## config.mk

```make
export PLATFORM = sky130hd
export DESIGN_NAME = dual_reload_timer_device
export DESIGN_NICKNAME = d
export VERILOG_FILES = /design/src/rtl/core/drt_pkg.sv /design/src/rtl/core/drt_phase_mod.sv /design/src/rtl/core/drt_regs.sv /design/src/rtl/core/dual_reload_timer_device.sv
export SDC_FILE = /design/constraint.sdc
export NUM_CORES = 1
export LEC_CHECK = 0
export ABC_CLOCK_PERIOD_IN_PS = 10300
export BUFFER_PORTS_ARGS = -buffer_cell sky130_fd_sc_hd__buf_2
export CAP_MARGIN = 5
export CORE_ASPECT_RATIO = 1.1
export CORE_UTILIZATION = 40
export DETAILED_ROUTE_END_ITERATION = 10
export PLACE_DENSITY = 0.61
export SYNTH_ARGS = -nofsm -noshare
export SYNTH_HDL_FRONTEND = slang
export SYNTH_SLANG_ARGS = --single-unit
```

## constraint.sdc

```tcl
create_clock -name clk -period 10.3 [get_ports clk]
set_clock_uncertainty 0.1 [all_clocks]
set_input_delay 0.515 -clock clk [delete_from_list [all_inputs] [get_ports clk]]
set_output_delay 0.515 -clock clk [all_outputs]
set_load 0.05 [all_outputs]
```

## src/rtl/core/drt_pkg.sv

```systemverilog
package drt_pkg;

    typedef enum logic [1:0] {
        OP_READ  = 2'd0,
        OP_WRITE = 2'd1,
        OP_TICK  = 2'd2
    } drt_op_t;

    // Register window index, offset[4:2]
    localparam logic [2:0] REG_CTRL0  = 3'd0;
    localparam logic [2:0] REG_COUNT0 = 3'd1;
    localparam logic [2:0] REG_CTRL1  = 3'd2;
    localparam logic [2:0] REG_COUNT1 = 3'd3;
    localparam logic [2:0] REG_USEC   = 3'd4;
    localparam logic [2:0] REG_SEC    = 3'd5;

    localparam int unsigned NUM_TIMERS = 2;
    localparam int unsigned EN_BIT     = 31;
    localparam int unsigned REP_BIT    = 30;
    localparam int unsigned RELOAD_W   = 29;
    localparam int unsigned DIV_W      = 16;
    localparam int unsigned FRAC_W     = 20;
    localparam int unsigned SEC_W      = 13;

    localparam logic [FRAC_W-1:0] USEC_PER_S_M1 = FRAC_W'(999999);
    localparam logic [SEC_W-1:0]  SEC_MAX       = SEC_W'(4294);

    localparam logic [2:0] SIZE_BYTE = 3'd1;
    localparam logic [2:0] SIZE_HALF = 3'd2;

    typedef struct packed {
        logic [1:0]  operation;
        logic [4:0]  offset;
        logic [2:0]  access_size;
        logic [31:0] write_data;
    } drt_item_t;

    typedef struct packed {
        logic [31:0] read_data;
        logic [1:0]  cpu_pending;
        logic [1:0]  cop_pending;
    } drt_result_t;

    typedef struct packed {
        logic busy;
        logic done;
    } drt_mod_stat_t;

endpackage

```

## src/rtl/core/drt_phase_mod.sv

```systemverilog
module drt_phase_mod (
    input  logic                       clk,
    input  logic                       rst_n,
    input  logic                       start,
    input  logic [drt_pkg::DIV_W-1:0]  dividend,
    input  logic [drt_pkg::DIV_W-1:0]  divisor,
    output drt_pkg::drt_mod_stat_t     stat,
    output logic [drt_pkg::DIV_W-1:0]  remainder
);
    import drt_pkg::*;

    localparam int unsigned CNT_W = $clog2(DIV_W);

    logic             busy_reg, busy_next;
    logic [CNT_W-1:0] cnt_reg, cnt_next;
    logic [DIV_W-1:0] num_reg, num_next;
    logic [DIV_W-1:0] div_reg, div_next;
    logic [DIV_W-1:0] rem_reg, rem_next;
    logic [DIV_W:0]   rem_sh;
    logic [DIV_W-1:0] rem_step;

    // one restoring-division bit per cycle
    always_comb
    begin
        rem_sh   = {rem_reg, num_reg[DIV_W-1]};
        if (rem_sh >= {1'b0, div_reg})
        begin
            rem_step = DIV_W'(rem_sh - {1'b0, div_reg});
        end
        else
        begin
            rem_step = rem_sh[DIV_W-1:0];
        end
    end

    always_comb
    begin
        busy_next = busy_reg;
        cnt_next  = cnt_reg;
        num_next  = num_reg;
        div_next  = div_reg;
        rem_next  = rem_reg;
        if (start)
        begin
            busy_next = 1'b1;
            cnt_next  = CNT_W'(DIV_W - 1);
            num_next  = dividend;
            div_next  = divisor;
            rem_next  = '0;
        end
        else if (busy_reg)
        begin
            rem_next = rem_step;
            num_next = {num_reg[DIV_W-2:0], 1'b0};
            cnt_next = cnt_reg - 1'b1;
            if (cnt_reg == '0)
            begin
                busy_next = 1'b0;
            end
        end
    end

    always_ff @(posedge clk or negedge rst_n)
    begin
        if (!rst_n)
        begin
            busy_reg <= 1'b0;
            cnt_reg  <= '0;
        end
        else
        begin
            busy_reg <= busy_next;
            cnt_reg  <= cnt_next;
        end
    end

    always_ff @(posedge clk)
    begin
        num_reg <= num_next;
        div_reg <= div_next;
        rem_reg <= rem_next;
    end

    assign stat.busy = busy_reg;
    assign stat.done = busy_reg & ~start & (cnt_reg == '0);
    assign remainder = rem_step;

endmodule

```

## src/rtl/core/drt_regs.sv

```systemverilog
module drt_regs (
    input  logic                       clk,
    input  logic                       rst_n,
    input  logic                       go,
    input  drt_pkg::drt_item_t         item,
    input  logic                       cfg_write,
    input  logic [drt_pkg::DIV_W-1:0]  cfg_data,
    input  drt_pkg::drt_mod_stat_t     mod_stat,
    input  logic [drt_pkg::DIV_W-1:0]  mod_rem,
    output logic [drt_pkg::DIV_W-1:0]  phase,
    output drt_pkg::drt_result_t       result
);
    import drt_pkg::*;

    logic [31:0]        ctrl_reg  [NUM_TIMERS];
    logic [31:0]        ctrl_next [NUM_TIMERS];
    logic [31:0]        count_reg [NUM_TIMERS];
    logic [31:0]        count_next[NUM_TIMERS];
    logic [31:0]        usec_reg, usec_next;
    logic [FRAC_W-1:0]  frac_reg, frac_next;
    logic [SEC_W-1:0]   sec_reg, sec_next;
    logic [DIV_W-1:0]   phase_reg, phase_next;
    logic [DIV_W-1:0]   div_reg;
    logic [DIV_W-1:0]   div_eff;
    logic [1:0]         cpu_reg, cpu_next;
    logic [1:0]         cop_reg, cop_next;

    logic [2:0]         idx;
    logic [4:0]         sh;
    logic [31:0]        smask;
    logic [31:0]        lmask;
    logic [31:0]        wval;
    logic [31:0]        rsel;
    logic [31:0]        merged;
    logic [DIV_W:0]     phase_inc;
    logic               step;
    logic [31:0]        cnt_dec;
    logic [RELOAD_W-1:0] reload;

    assign div_eff = (div_reg == '0) ? DIV_W'(1) : div_reg;

    always_comb
    begin
        idx = item.offset[4:2];
        sh  = {item.offset[1:0], 3'b000};
        if (item.access_size == SIZE_BYTE)
        begin
            smask = 32'h0000_00ff;
        end
        else if (item.access_size == SIZE_HALF)
        begin
            smask = 32'h0000_ffff;
        end
        else
        begin
            smask = 32'hffff_ffff;
        end
        lmask = smask << sh;
        wval  = (item.write_data << sh) & lmask;

        unique case (idx)
            REG_CTRL0:  rsel = ctrl_reg[0];
            REG_COUNT0: rsel = count_reg[0];
            REG_CTRL1:  rsel = ctrl_reg[1];
            REG_COUNT1: rsel = count_reg[1];
            REG_USEC:   rsel = usec_reg;
            REG_SEC:    rsel = {{(32-SEC_W){1'b0}}, sec_reg};
            default:    rsel = '0;
        endcase
    end

    always_comb
    begin
        for (int t = 0; t < NUM_TIMERS; t++)
        begin
            ctrl_next[t]  = ctrl_reg[t];
            count_next[t] = count_reg[t];
        end
        usec_next  = usec_reg;
        frac_next  = frac_reg;
        sec_next   = sec_reg;
        phase_next = phase_reg;
        cpu_next   = cpu_reg;
        cop_next   = cop_reg;
        result.read_data = '0;
        phase_inc = {1'b0, phase_reg} + 1'b1;
        step      = (phase_inc == {1'b0, div_eff});
        merged    = '0;
        cnt_dec   = '0;
        reload    = '0;

        if (mod_stat.done)
        begin
            phase_next = mod_rem;
        end

        if (go)
        begin
            unique case (item.operation)
                OP_READ:
                begin
                    result.read_data = (rsel >> sh) & smask;
                    if (idx == REG_COUNT0)
                    begin
                        cpu_next[0] = 1'b0;
                        cop_next[0] = 1'b0;
                    end
                    if (idx == REG_COUNT1)
                    begin
                        cpu_next[1] = 1'b0;
                        cop_next[1] = 1'b0;
                    end
                end
                OP_WRITE:
                begin
                    for (int t = 0; t < NUM_TIMERS; t++)
                    begin
                        if (idx[2:1] == 2'(t) && !idx[0])
                        begin
                            merged = (ctrl_reg[t] & ~lmask) | wval;
                            ctrl_next[t] = merged;
                            if (merged[EN_BIT] && !ctrl_reg[t][EN_BIT])
                            begin
                                count_next[t] = {{(32-RELOAD_W){1'b0}},
                                                 merged[RELOAD_W-1:0]};
                            end
                        end
                        if (idx[2:1] == 2'(t) && idx[0])
                        begin
                            count_next[t] = (count_reg[t] & ~lmask) | wval;
                        end
                    end
                end
                OP_TICK:
                begin
                    usec_next = usec_reg + 1'b1;
                    if (usec_reg == 32'hffff_ffff)
                    begin
                        frac_next = '0;
                        sec_next  = '0;
                    end
                    else if (frac_reg == USEC_PER_S_M1)
                    begin
                        frac_next = '0;
                        sec_next  = sec_reg + 1'b1;
                    end
                    else
                    begin
                        frac_next = frac_reg + 1'b1;
                    end
                    phase_next = step ? '0 : phase_inc[DIV_W-1:0];
                    if (step)
                    begin
                        for (int t = 0; t < NUM_TIMERS; t++)
                        begin
                            reload  = ctrl_reg[t][RELOAD_W-1:0];
                            cnt_dec = count_reg[t] - 1'b1;
                            if (ctrl_reg[t][EN_BIT] && reload != '0 && count_reg[t] != '0)
                            begin
                                count_next[t] = cnt_dec;
                                if (cnt_dec == '0)
                                begin
                                    cpu_next[t] = 1'b1;
                                    cop_next[t] = 1'b1;
                                    if (ctrl_reg[t][REP_BIT])
                                    begin
                                        count_next[t] = {{(32-RELOAD_W){1'b0}}, reload};
                                    end
                                    else
                                    begin
                                        ctrl_next[t][EN_BIT] = 1'b0;
                                    end
                                end
                            end
                        end
                    end
                end
                default:
                begin
                end
            endcase
        end

        result.cpu_pending = cpu_next;
        result.cop_pending = cop_next;
    end

    always_ff @(posedge clk or negedge rst_n)
    begin
        if (!rst_n)
        begin
            for (int t = 0; t < NUM_TIMERS; t++)
            begin
                ctrl_reg[t]  <= '0;
                count_reg[t] <= '0;
            end
            usec_reg  <= '0;
            frac_reg  <= '0;
            sec_reg   <= '0;
            phase_reg <= '0;
            div_reg   <= DIV_W'(1);
            cpu_reg   <= '0;
            cop_reg   <= '0;
        end
        else
        begin
            for (int t = 0; t < NUM_TIMERS; t++)
            begin
                ctrl_reg[t]  <= ctrl_next[t];
                count_reg[t] <= count_next[t];
            end
            usec_reg  <= usec_next;
            frac_reg  <= frac_next;
            sec_reg   <= sec_next;
            phase_reg <= phase_next;
            cpu_reg   <= cpu_next;
            cop_reg   <= cop_next;
            if (cfg_write)
            begin
                div_reg <= cfg_data;
            end
        end
    end

    assign phase = phase_reg;

    // CPU and coprocessor copies are set and cleared together
    a_pend_match: assert property (@(posedge clk) disable iff (!rst_n)
        cpu_reg == cop_reg)
        else $error("cpu/cop pending bits diverged");

    // seconds split stays in range
    a_frac_range: assert property (@(posedge clk) disable iff (!rst_n)
        frac_reg <= USEC_PER_S_M1 && sec_reg <= SEC_MAX)
        else $error("seconds counter out of range");

    // phase is reduced below the divider whenever no rescale is running
    a_phase_range: assert property (@(posedge clk) disable iff (!rst_n)
        !mod_stat.busy && !$past(cfg_write) |-> phase_reg < div_eff)
        else $error("prescale phase not below divider");

endmodule

```

## src/rtl/core/dual_reload_timer_device.sv

```systemverilog
// Dual reload timer: two down-counting timers behind a 32-byte register
// window, plus a free-running microsecond counter and its seconds view.
// Each input beat is a bus read, a bus write or one tick; each produces
// exactly one result beat carrying the read data (zero unless a read) and
// the CPU/coprocessor pending bits after that beat. A beat flows through an
// input register and then the result register, and a new beat is taken
// every cycle while the result side keeps up and no rescale is running.
// Writing the divider (cfg_write) starts a rescale of the prescaler phase
// (one remainder bit per cycle in the phase divider); item_stall is held
// while it runs, starting the cycle after the write. Seconds are kept as an
// incremental seconds / sub-second pair stepped with the microsecond
// counter, so reads of 0x14 cost no divide.
module dual_reload_timer_device (
    input  logic                       clk,
    input  logic                       rst_n,
    input  logic                       item_valid,
    output logic                       item_stall,
    input  drt_pkg::drt_item_t         item,
    output logic                       result_valid,
    input  logic                       result_stall,
    output drt_pkg::drt_result_t       result,
    input  logic                       cfg_write,
    input  logic [drt_pkg::DIV_W-1:0]  cfg_data
);
    import drt_pkg::*;

    logic             s1_valid_reg, s1_valid_next;
    drt_item_t        s1_item_reg;
    logic             out_valid_reg, out_valid_next;
    drt_result_t      out_reg;
    drt_result_t      res;
    logic             advance;
    logic             accept;
    drt_mod_stat_t    mod_stat;
    logic [DIV_W-1:0] mod_rem;
    logic [DIV_W-1:0] phase;
    logic [DIV_W-1:0] cfg_div_eff;

    // input register moves into the result register when the latter is free and no rescale is running
    assign advance    = s1_valid_reg & ~mod_stat.busy & (~out_valid_reg | ~result_stall);
    assign item_stall = mod_stat.busy | (s1_valid_reg & ~advance);
    assign accept     = item_valid & ~item_stall;

    assign cfg_div_eff = (cfg_data == '0) ? DIV_W'(1) : cfg_data;

    always_comb
    begin
        s1_valid_next  = accept | (s1_valid_reg & ~advance);
        out_valid_next = out_valid_reg;
        if (advance)
        begin
            out_valid_next = 1'b1;
        end
        else if (!result_stall)
        begin
            out_valid_next = 1'b0;
        end
    end

    always_ff @(posedge clk or negedge rst_n)
    begin
        if (!rst_n)
        begin
            s1_valid_reg  <= 1'b0;
            out_valid_reg <= 1'b0;
        end
        else
        begin
            s1_valid_reg  <= s1_valid_next;
            out_valid_reg <= out_valid_next;
        end
    end

    always_ff @(posedge clk)
    begin
        if (accept)
        begin
            s1_item_reg <= item;
        end
        if (advance)
        begin
            out_reg <= res;
        end
    end

    // phase rescale after a divider write: phase mod new divider
    drt_phase_mod u_phase_mod (
        .clk       (clk),
        .rst_n     (rst_n),
        .start     (cfg_write),
        .dividend  (phase),
        .divisor   (cfg_div_eff),
        .stat      (mod_stat),
        .remainder (mod_rem)
    );

    // timer state, register window and per-beat result
    drt_regs u_regs (
        .clk       (clk),
        .rst_n     (rst_n),
        .go        (advance),
        .item      (s1_item_reg),
        .cfg_write (cfg_write),
        .cfg_data  (cfg_data),
        .mod_stat  (mod_stat),
        .mod_rem   (mod_rem),
        .phase     (phase),
        .result    (res)
    );

    assign result_valid = out_valid_reg;
    assign result       = out_reg;

    // no beat enters the timer logic during a phase rescale
    a_no_go_busy: assert property (@(posedge clk) disable iff (!rst_n)
        mod_stat.busy |-> !advance)
        else $error("beat processed during rescale");

    // an accepted beat always lands in the input register
    a_accept_lands: assert property (@(posedge clk) disable iff (!rst_n)
        accept |=> s1_valid_reg)
        else $error("accepted beat lost");

    // a result held under stall is not overwritten
    a_out_hold: assert property (@(posedge clk) disable iff (!rst_n)
        out_valid_reg && result_stall |-> !advance)
        else $error("result overwritten under stall");

endmodule
```

==> impl_metrics.ini <==
[run_status]
status = complete, no violations

[route]
drcViolationCount = 0
drt-initial-drc-count = 2163
num_vias = 19190
drt-total-wl_mm = 83.27
final_antenna_net_count = 0
vias_per_cell = 6.385
wl_per_cell_um = 27.71
firstDrtPassIters = 8

[finish]
multi_input_area_um2 = 10810
syn2layout_area_growth_pct = 13.56
fillers = 4904
fin_nets = 2390
ff_latch_area_um2 = 9530
drive_gt1_share_pct = 13.87

[power]
seqPwrFrac_pct = 43.8
pwr-share-comb_pct = 11.5
switching_share_pct = 26.25
vdd_ir_drop_max_uv = 157.9
power_density_nw_per_um2 = 150.9
clkPwrFrac_pct = 44.6
power_switching_mw = 0.9510
p_leak_nw = 9.718
p_int_mw = 2.673

[critical_path]
path_buf_inv = 2
start_kind = register
required_ns = 10.67
cp_top_family = simple AND/OR/NAND/NOR gates
crit_path_cell_trace = inv_1, ha_1, nor4b_1, buf_4, nand3_1, xnor2_1, a2111oi_0, nand4_1, nor4_4, nor2_1, a21o_1, a221o_1
endpoint_kind = register
worstPathArrival_ns = 5.37
slowest_stage = nor4_4
cp_max_fo = 16
cpPeakStageDelay_ns = 0.89
crit_type = register to register

[yosys]
avgSynthCellArea_um2 = 9.488
yosysWarningCount = 0
synth_edf_count = 110
syn_inst = 2228
synth-seq-area-share_pct = 45.08
synth_top_area_share_pct = 27.82
synth-async-reset-ratio_pct = 65.19
ys_types = 87
synth_seq_cells = 362
synth-main-ff-cell = dfrtp_1
netlist_area_um2 = 21140
synth_area_leader_cell = dfrtp_1
syn-num-nets = 2321
synth_area_leaders = dfrtp_1 28%, edfxtp_1 16%, nor2_1 3.8%

[job]
drv_cap = 0

[clock_network]
clock-root-buffer = clkbuf_16
cts_buffers = 41
post_cts_buffers = 0
cts_sinks = 362
htreeDepth = 2
cts_tree = yes
insertion_delay_ns = 0.60
ctsHoldBuffers = 33
clk_pin_slew_worst_paths_ns = 0.07
cts_resized = 0
clk_path_buf_depth = 3

[floorplanning]
ioPinCount = 101
die_h_um = 243.1
initial_core_util_pct = 40.42
dieArea_um2 = 53770
core_area_um2 = 52300
num_rows = 88
dieWidth_um = 221.2

[hold_path]
min_path_type = primary input to register

[timing]
tns_ns = 0
rsz0062_at_grt = false
finalSetupViolCount = 0
max_slew.worst_pin.slew_ns = 1.184
slew_headroom_pct = 20.22
period_needed_ns = 4.997
fmax_mhz = 200.1
drv_slew = 0
min_period_over_period_pct = 48.52
timing.final.hold_violations = 0
setup_ws_ns = 5.303

[global_routing]
antenna_found_initial = 3
grt_max_degree = 122
grt_pass1_vias = 17940
grt_pass1_wl_mm = 122.9
grt_overflow = 0
grt_use_total_pct = 30.73

[place]
numPortBuffers = 100
dp_hpwl_mm = 62.63
gp_congestion = 1.061
pre_cts_slack_ns = 5.463
-- power groups by stage --
stage / Sequential (mW) / Combinational, mW / Clock (mW)
2_1_floorplan: 1.59 / 0.298 / 0
3_3_place_gp: 1.61 / 0.399 / 0
3_5_place_dp: 1.61 / 0.407 / 0
4_1_cts: 1.59 / 0.419 / 1.64
5_1_grt: 1.59 / 0.459 / 1.69
6_report: 1.59 / 0.418 / 1.62
-- cell usage after synthesis, drive strengths merged, types with 17 or more instances --
cell type  number
nand3          60
mux2i          54
buf            22
nand4          35
nand2         184
edfxtp        110
and3           39
nand2b         43
nor2b          23
a221oi         24
a31oi          22
a211oi         35
xnor2          63
inv            72
a22o           17
o22ai          21
dfrtp         235
clkbuf        116
a22oi          48
xor2           44
or2            19
nor2          215
nor3           55
nor4           50
a21oi         132
mux2           71
ha             29
or3            25
o21ai         134
-- layout make-up --
type / instances / share of cell area, %
sequential: 362 / 39.70
tap: 675 / 3.518
clock inverter: 23 / 1.517
timing repair buffer: 164 / 4.472
antenna: 1 / 0.01042
multi-input combinational: 1654 / 45.05
clock buffer: 52 / 4.576
inverter: 74 / 1.157
-- metal layers --
layer,track usage (%),up-vias,part of all wire (%)
li1,-,8427,-
met1,41.60,9465,42
met2,46.77,1062,44
met3,5.593,227,8.7
met4,16.25,6,5.4
met5,0,-,0.049
-- cell families (layout without fill, tap and decap cells) --
family / Yosys count / after routing / synth area share (%)
AO/OA/AOI/OAI: 577 / 577 / 18.28
XOR/XNOR: 107 / 107 / 4.433
adder cells (fa/ha/maj): 30 / 30 / 1.811
buffers and inverters: 212 / 313 / 3.841
flip-flops: 362 / 362 / 45.08
multiplexers: 134 / 134 / 7.298
other: 0 / 1 / 0
AND/OR/NAND/NOR: 806 / 806 / 19.25
-- placed cells by master (no fill, tap or decap), types with 35 or more instances in the layout --
cell / n
a211oi_1: 35
nand2b_1: 43
mux2_2: 71
o21ai_0: 132
nor2_1: 213
a22oi_1: 48
clkbuf_16: 42
nor3_1: 52
nand4_1: 35
inv_1: 70
and3_1: 39
a21oi_1: 131
buf_2: 99
edfxtp_1: 110
nand3_1: 60
xor2_1: 44
mux2i_1: 54
nor4_1: 46
dfrtp_1: 235
xnor2_1: 63
nand2_1: 184
-- path summary, 6_finish.rpt --
path / slack [ns] / depth (start not counted) / from / endpoint
worst max-delay path: 5.30 / 12 / register / register
worst min-delay path: 0.03 / 1 / item[28] / s1_item_reg[28]$_DFFE_PP_
worst max register to register: 5.30 / 12 / register / register
worst min register to register: 0.39 / 2 / u_regs.cop_reg[0]$_DFF_PN0_ / u_regs.cop_reg[0]$_DFF_PN0_
max in group asynchronous: 7.25 / 4 / rst_n / async pin
min in group asynchronous: 0.51 / 2 / rst_n / u_regs.frac_reg[6]$_DFFE_PN0P_
-- stage by stage --
| stage | total power [mW] | hold WS, ns | util [%] | area, um2 | instances |
|---|---|---|---|---|---|
| 2_1_floorplan | 1.886 | 0.1194 | - | 21140 | 2228 |
| 3_3_place_gp | 2.011 | 0.3793 | 42.47 | 22210 | 2896 |
| 3_5_place_dp | 2.020 | 0.3714 | 42.47 | 22210 | 2896 |
| 4_1_cts | 3.643 | 0.0002778 | 45.89 | 24000 | 3004 |
| 5_1_grt | 3.746 | 0.01571 | 45.89 | 24000 | 3004 |
| 6_report | 3.624 | 0.02540 | 45.90 | 24010 | 3005 |
(Power assumes the default switching activity.)
